## src/sv/cmm_pkg.sv

```systemverilog
`timescale 1ns / 1ps
package cmm_pkg;

   localparam int MAX_DIM_C   = 8;
   localparam int FRAC_BITS_C = 14;

   typedef enum logic [1:0] {
      OP_LOAD_A  = 2'd0,
      OP_LOAD_B  = 2'd1,
      OP_COMPUTE = 2'd2,
      OP_NONE    = 2'd3
   } op_type;

   localparam logic [1:0] CSR_A_ROWS = 2'd0;
   localparam logic [1:0] CSR_INNER  = 2'd1;
   localparam logic [1:0] CSR_B_COLS = 2'd2;

   typedef struct packed {
      logic [1:0]   op;
      logic [2:0]   row;
      logic [2:0]   col;
      logic signed [15:0] re;
      logic signed [15:0] im;
   } req_type;

   typedef struct packed {
      logic [2:0]   out_row;
      logic [2:0]   out_col;
      logic signed [15:0] out_re;
      logic signed [15:0] out_im;
      logic         saturated;
      logic         last;
   } rsp_type;

   // A element travelling down the cell chain
   typedef struct packed {
      logic         valid;
      logic         first;
      logic [2:0]   k;
      logic signed [15:0] a_re;
      logic signed [15:0] a_im;
   } link_type;

   // B element write into the cells
   typedef struct packed {
      logic         en;
      logic [2:0]   row;
      logic [2:0]   col;
      logic [31:0]  data;
   } bwr_type;

   function automatic logic [3:0] clamp_dim(input logic [3:0] v, input int maxd);
      logic [3:0] r;
      r = v;
      if (v == 4'd0) r = 4'd1;
      else if (int'(v) > maxd) r = 4'(maxd);
      return r;
   endfunction

endpackage

```

## src/sv/cmm_cell.sv

```systemverilog
`timescale 1ns / 1ps
module cmm_cell #(
   parameter int MAX_DIM   = cmm_pkg::MAX_DIM_C,
   parameter int FRAC_BITS = cmm_pkg::FRAC_BITS_C,
   parameter int COL       = 0
) (
   input  logic               clock,
   input  logic               reset,
   input  cmm_pkg::bwr_type   bwr,
   input  cmm_pkg::link_type  link_in,
   output cmm_pkg::link_type  link_out,
   output logic signed [15:0] res_re,
   output logic signed [15:0] res_im,
   output logic               res_sat
);
   import cmm_pkg::*;

   localparam int KW    = (MAX_DIM > 1) ? $clog2(MAX_DIM) : 1;
   localparam int ACC_W = 34 + $clog2(MAX_DIM);

   logic [31:0] b_col_ff [MAX_DIM];   // column COL of B, indexed by k

   link_type s1_ff;
   logic s2_valid_ff, s2_first_ff;
   logic signed [31:0] p_rr_ff, p_ii_ff, p_ri_ff, p_ir_ff;
   logic signed [ACC_W-1:0] acc_re_ff, acc_im_ff;

   logic [31:0] b_word;
   logic signed [15:0] b_re, b_im;
   logic signed [ACC_W-1:0] d_re, d_im;
   logic signed [ACC_W-1:0] rnd_re, rnd_im;
   logic sat_re, sat_im;

   always_ff @(posedge clock) begin
      if (bwr.en && int'(bwr.col) == COL) begin
         b_col_ff[bwr.row[KW-1:0]] <= bwr.data;
      end
   end

   assign b_word = b_col_ff[s1_ff.k[KW-1:0]];
   assign b_re   = b_word[31:16];
   assign b_im   = b_word[15:0];

   always_ff @(posedge clock) begin
      if (reset) begin
         s1_ff.valid <= 1'b0;
         s2_valid_ff <= 1'b0;
      end else begin
         s1_ff.valid <= link_in.valid;
         s2_valid_ff <= s1_ff.valid;
      end
      s1_ff.first <= link_in.first;
      s1_ff.k     <= link_in.k;
      s1_ff.a_re  <= link_in.a_re;
      s1_ff.a_im  <= link_in.a_im;
      s2_first_ff <= s1_ff.first;
      p_rr_ff <= s1_ff.a_re * b_re;
      p_ii_ff <= s1_ff.a_im * b_im;
      p_ri_ff <= s1_ff.a_re * b_im;
      p_ir_ff <= s1_ff.a_im * b_re;
   end

   assign link_out = s1_ff;

   assign d_re = ACC_W'(p_rr_ff) - ACC_W'(p_ii_ff);
   assign d_im = ACC_W'(p_ri_ff) + ACC_W'(p_ir_ff);

   always_ff @(posedge clock) begin
      if (s2_valid_ff) begin
         acc_re_ff <= s2_first_ff ? d_re : acc_re_ff + d_re;
         acc_im_ff <= s2_first_ff ? d_im : acc_im_ff + d_im;
      end
   end

   // round half up, then clamp to 16 bits
   assign rnd_re = (acc_re_ff + (ACC_W'(1) <<< (FRAC_BITS - 1))) >>> FRAC_BITS;
   assign rnd_im = (acc_im_ff + (ACC_W'(1) <<< (FRAC_BITS - 1))) >>> FRAC_BITS;

   always_comb begin
      sat_re = 1'b1;
      sat_im = 1'b1;
      if (rnd_re > ACC_W'(32767))       res_re = 16'sh7fff;
      else if (rnd_re < -ACC_W'(32768)) res_re = 16'sh8000;
      else begin
         res_re = rnd_re[15:0];
         sat_re = 1'b0;
      end
      if (rnd_im > ACC_W'(32767))       res_im = 16'sh7fff;
      else if (rnd_im < -ACC_W'(32768)) res_im = 16'sh8000;
      else begin
         res_im = rnd_im[15:0];
         sat_im = 1'b0;
      end
   end

   assign res_sat = sat_re | sat_im;

endmodule

```

## config.mk

```make
export PLATFORM = sky130hd
export DESIGN_NAME = cmm_cell
export DESIGN_NICKNAME = d
export VERILOG_FILES = /design/src/sv/cmm_pkg.sv /design/src/sv/cmm_cell.sv
export SDC_FILE = /design/constraint.sdc
export NUM_CORES = 2
export LEC_CHECK = 0
export ABC_AREA = 1
export BUFFER_PORTS_ARGS = -buffer_cell sky130_fd_sc_hd__buf_2
export CAP_MARGIN = 15
export CORE_ASPECT_RATIO = 1.1
export CORE_MARGIN = 1.5
export CORE_UTILIZATION = 71
export DETAILED_ROUTE_END_ITERATION = 12
export PLACE_DENSITY_LB_ADDON = 0.3
export SYNTH_ARGS = -nofsm -noshare
export SYNTH_HDL_FRONTEND = slang
export SYNTH_SLANG_ARGS = --single-unit
```

## constraint.sdc

```tcl
create_clock -name clock -period 14.55 [get_ports clock]
set_clock_uncertainty 0.1 [all_clocks]
set_input_delay 1.455 -clock clock [delete_from_list [all_inputs] [get_ports clock]]
set_output_delay 1.455 -clock clock [all_outputs]
set_load 0.05 [all_outputs]
```

Word level (Yosys, flattened, before mapping)
Memory sizes are Yosys's and may differ from the RTL's. A register that Yosys moved wholly into a read port is not among the register bits.
Index checks and enable logic that the tools add are counted.
- flip-flop bits (word level): 241
- bits in writable memories: 256
- input bits: 78
- output and inout bits: 70
- logic and storage cells: 43
- memories: 1
- $add $sub $neg: 6
- $mul: 4
- $lt $le $gt $ge: 4
- multiplexer cells: 12
- bitwise gates (word level): 1
- reductions and logical operators: 2
- memory list (memory ; depth ; width ; rd ports ; clocked after memory_dff ; wr ports ; line ; RTL):
    b_col_ff ; 8 ; 32 ; 1 ; 1 ; 1 ; cmm_cell.sv:21 ; logic [31:0] b_col_ff [MAX_DIM];
- operators with widths (kind ; count):
    16-bit by 16-bit multiplier with 32-bit output ; 4
    37-bit by 15-bit adder with 37-bit output (second input constant) ; 2
    37-bit by 33-bit adder with 37-bit output ; 2
    37-bit 2-to-1 mux ; 2
    16-bit 2-to-1 mux ; 4
    23-bit by 16-bit greater-than comparator with 1-bit output (second input constant) ; 2
    23-bit by 16-bit < comparator with 1-bit output (second input constant) ; 2
    32-bit by 32-bit adder with 33-bit output ; 1
    32-bit by 32-bit subtractor with 33-bit output ; 1
    1-bit 2-to-1 mux ; 6
    3-bit zero test ; 1
    1-bit logical AND ; 1
    1-bit OR ; 1

Longest topological paths before layout
- depth in word-level cells: 5
- mapped depth: 33

Worst setup path after synthesis
No wires, ideal clock.
- path type: register to register
- start point: register link_out[32] (netlist name)
- end point: register p_ri_ff[28]
- library setup time: 112 ps
- arrival: 6450 ps
- slack: 7887 ps
- cell stages (with the launch flop): 25
- buffers on the path: 3
- period minus slack after synthesis: 6663 ps
- cells stage by stage: dfxtp_1 -> buf_6 -> buf_4 -> mux2i_1 -> o221ai_1 -> nand2_1 -> buf_2 -> nor2_1 -> fa_1 -> fa_1 -> fa_1 -> fa_1 -> fa_1 -> inv_1 -> fa_1 -> inv_1 -> ha_1 -> nand2_1 -> nor2_1 -> inv_1 -> nor3_1 -> nand2_1 -> or2_2 -> nand3_1 -> nand2_1
- RTL lines (what ; line ; RTL):
    end signal, assigned ; cmm_cell.sv:59 ; p_ri_ff <= s1_ff.a_re * b_im;
    end, declared ; cmm_cell.sv:25 ; logic signed [31:0] p_rr_ff, p_ii_ff, p_ri_ff, p_ir_ff;

==> run summary <==
Residual DRC count -> 0
Vias per cell -> 6.11
Area Overhead vs Synth -> 5.51%
Final net count -> 9633
Hold Slack -> 0.248 ns
CTS resizes -> 0
Top_reg_cell synth -> edfxtp_1
FILL cells -> 6672
FF+latch count, synth -> 497
Reg2Reg Setup Slack -> 4.94 ns
Die width -> 295 um
Initial DRC Count -> 6309
Post-Synthesis Net Count -> 9581
Min-delay src -> link_out[35]$_DFF_P_
Post-CTS Hold Fix Bufs -> 0
Initial antenna violation count -> 11
Cells after DPL -> 9228
Synth cell types -> 52
Synth Area per Inst -> 8.36 um2
Die Area -> 95800 um2
Max-cap violations -> 0
First-pass GRT wire length -> 332 mm
Hold depth -> 0
Layout cell share with drive strength beyond 1 -> 4.74%
Worst Path Arrival -> 10.07 ns
Clk sink count -> 497
H-tree Lvls -> 2
Total number of vias -> 57100
Sequential cell area -> 13300 um2
Post-Route WL -> 218 mm
Mapped cell area -> 66700 um2
Post-CTS Setup Bufs -> 0
HP Class -> register to register
Crit path capture type -> register
Placed cell area -> 68400 um2
FF-to-FF Start -> link_out[32]$_DFF_P_
Max transition margin -> 20.3%
Die Y -> 325 um
Final ANT Viol Nets -> 0
Final cell count without fillers -> 9340
CTS tree -> built
Clk buf depth -> 3
IO Pins -> 148
Post-Syn Instances -> 7985
Area of the multi-input gates -> 46200 um2
Cell count of the worst reg-to-reg path -> 25
Core area -> 92800 um2
Area leader, netlist -> fa_1
Vias in the first global route -> 59400
Starting Density -> 71.9%
Largest net degree at the start of global routing -> 95
Final Critical Period -> 9.61 ns
Asr flop ratio synth -> 0%
WHS Endpoint -> s2_first_ff$_DFF_P_
CP Launch Type -> register
Final Cycle Share -> 66.0%
Input/output buffers -> 147
Fin. Hold Viols -> 0
TritonRoute pass-1 iters -> 10
CP Data Required Time -> 15.01 ns
Outcome -> finished clean
Crit path kind -> register to register
Wire per inst -> 23.3 um
Slew at the pin with the worst max-slew slack -> 1.19 ns
Unrepaired setup endpoints after global routing -> false
Max-slew violations -> 0
Yosys warnings -> 0
RR Endpoint -> p_ir_ff[31]$_DFF_P_
Root cell of the clock tree -> clkbuf_16
Final setup TNS -> 0 ns
Post-route cell area -> 70400 um2
Final setup vio count -> 0
GRT overflow -> 0
Seq/Total Area, Yosys -> 19.9%
Post-synth top area share -> 31.6%
DP HPWL -> 166 mm
Final Wtd Congestion -> 1.11
GRT Util Overall -> 46.2%
Worst-Skew Late Latency -> 0.71 ns
Clock slew at reported path FFs -> 0.07 ns
EDFF count, synth -> 330
Worst Path Max Fanout -> 88
Std-Cell Rows -> 117
Max Freq -> 0.104 GHz
TritonCTS Buffers -> 54
Area contributors post-synth -> fa_1, edfxtp_1, inv_1
cells in the mapped netlist (10+ instances only):
cell and n:
o21bai_1 48, dfxtp_1 167, o21ai_1 14, edfxtp_1 330
o221ai_1 60, nand2_2 18, nand3_1 245, buf_2 60
xnor2_1 77, or2_2 10, a21o_1 39, xor2_1 140
buf_4 27, and2_1 27, buf_6 20, nand4_1 47
o21ai_0 248, a31oi_1 12, mux2i_1 64, clkinv_1 15
fa_1 1052, ha_1 466, a21oi_1 289, clkbuf_1 106
nor2_1 1025, inv_2 18, inv_1 1603, nand2_1 1599
nor3_1 68, nand3b_1 30
how the worst max path moves through the flow:
stage                               startpoint             endpoint  slack [ns]  depth (start not counted)
after floorplan           link_out[32]$_DFF_P_  p_ri_ff[28]$_DFF_P_        7.89                         24
after global placement    link_out[32]$_DFF_P_  p_ii_ff[22]$_DFF_P_        5.61                         25
after detailed placement  link_out[32]$_DFF_P_  p_ii_ff[22]$_DFF_P_        5.56                         25
after CTS                 link_out[32]$_DFF_P_  p_ir_ff[30]$_DFF_P_        5.38                         24
after global routing      link_out[32]$_DFF_P_  p_ir_ff[31]$_DFF_P_        4.85                         25
final                     link_out[32]$_DFF_P_  p_ir_ff[31]$_DFF_P_        4.94                         25
stage by stage:
stage / worst slack [ns] / util (%)
CTS: 5.38 / 75.8
detailed placement: 5.56 / 73.7
floorplan: 7.89 / -
finish: 4.94 / 75.8
global route: 4.85 / 75.8
global placement: 5.61 / 73.7
per-layer routing:
| layer | wire (um) | track usage, % | part of all wire [%] |
|---|---|---|---|
| met1 | 72900 | 54.2 | 33 |
| met2 | 97500 | 71.3 | 45 |
| met3 | 27700 | 14.0 | 13 |
| met4 | 20000 | 34.7 | 9.2 |
| met5 | 87 | 0.254 | 0.040 |
sequential cells by signal, summed over array words and instances (netlist names):
| register | count |
|---|---|
| acc_im_ff | 37 |
| link_out | 37 |
| p_ir_ff | 32 |
| p_ii_ff | 32 |
| s2_first_ff | 1 |
| p_ri_ff | 32 |
| acc_re_ff | 37 |
| p_rr_ff | 32 |
| s2_valid_ff | 1 |
| b_col_ff | 256 |
critical path: stages (launching register included):
cell	delay (ns)
dfxtp_4	0.74
buf_4	0.98
o21ai_0	0.36
o221ai_1	0.31
nand2_2	0.59
inv_1	0.77
nand2_1	0.24
fa_1	0.56
inv_1	0.07
fa_1	0.68
fa_1	0.69
inv_1	0.08
fa_1	0.48
inv_1	0.05
fa_1	0.54
fa_1	0.43
ha_1	0.43
inv_1	0.17
nor3_1	0.40
nand4_1	0.19
nor2_1	0.12
nand2_1	0.07
inv_1	0.09
nor2_1	0.07
nand2_1	0.07
nand2_1	0.06
cells in the final DEF, fill, tap and decap left out, types with 39 or more instances in the layout:
cell type,Yosys,routed
inv_1,1603,1603
nand2_1,1599,1598
fa_1,1052,1052
nor2_1,1025,1017
ha_1,466,466
edfxtp_1,330,330
a21oi_1,289,289
o21ai_0,248,248
nand3_1,245,245
dfxtp_1,167,163
buf_2,60,147
xor2_1,140,140
xnor2_1,77,77
nor3_1,68,68
buf_4,27,67
mux2i_1,64,64
o221ai_1,60,60
clkbuf_16,0,57
o21bai_1,48,48
nand4_1,47,47
a21o_1,39,39
area by class of cell:
cell class	instances	share of cell area (%)
multi-input cells	5632	65.7
clock buffers	72	2.16
inverters	1636	8.72
repair buffers	216	1.83
flip-flops and latches	497	18.8
diodes	9	0.0320
well taps	1249	2.22
clock inverters	29	0.510
kinds of logic (layout without fill, tap and decap cells):
kind of cell,after synthesis,in the layout,synth area share (%)
buffers and inverters,1856,1953,10.9
adder cells (fa/ha/maj),1518,1518,40.3
other,0,9,0
AND/OR/NAND/NOR,3091,3091,18.7
AO/OA/AOI/OAI,740,740,6.39
flip-flops,497,497,19.9
XOR/XNOR,217,217,2.85
multiplexers,66,66,0.994
Power is left out: the tool's default activity adds up to more than one toggle a clock period on the data nets, which glitch-free logic cannot reach.
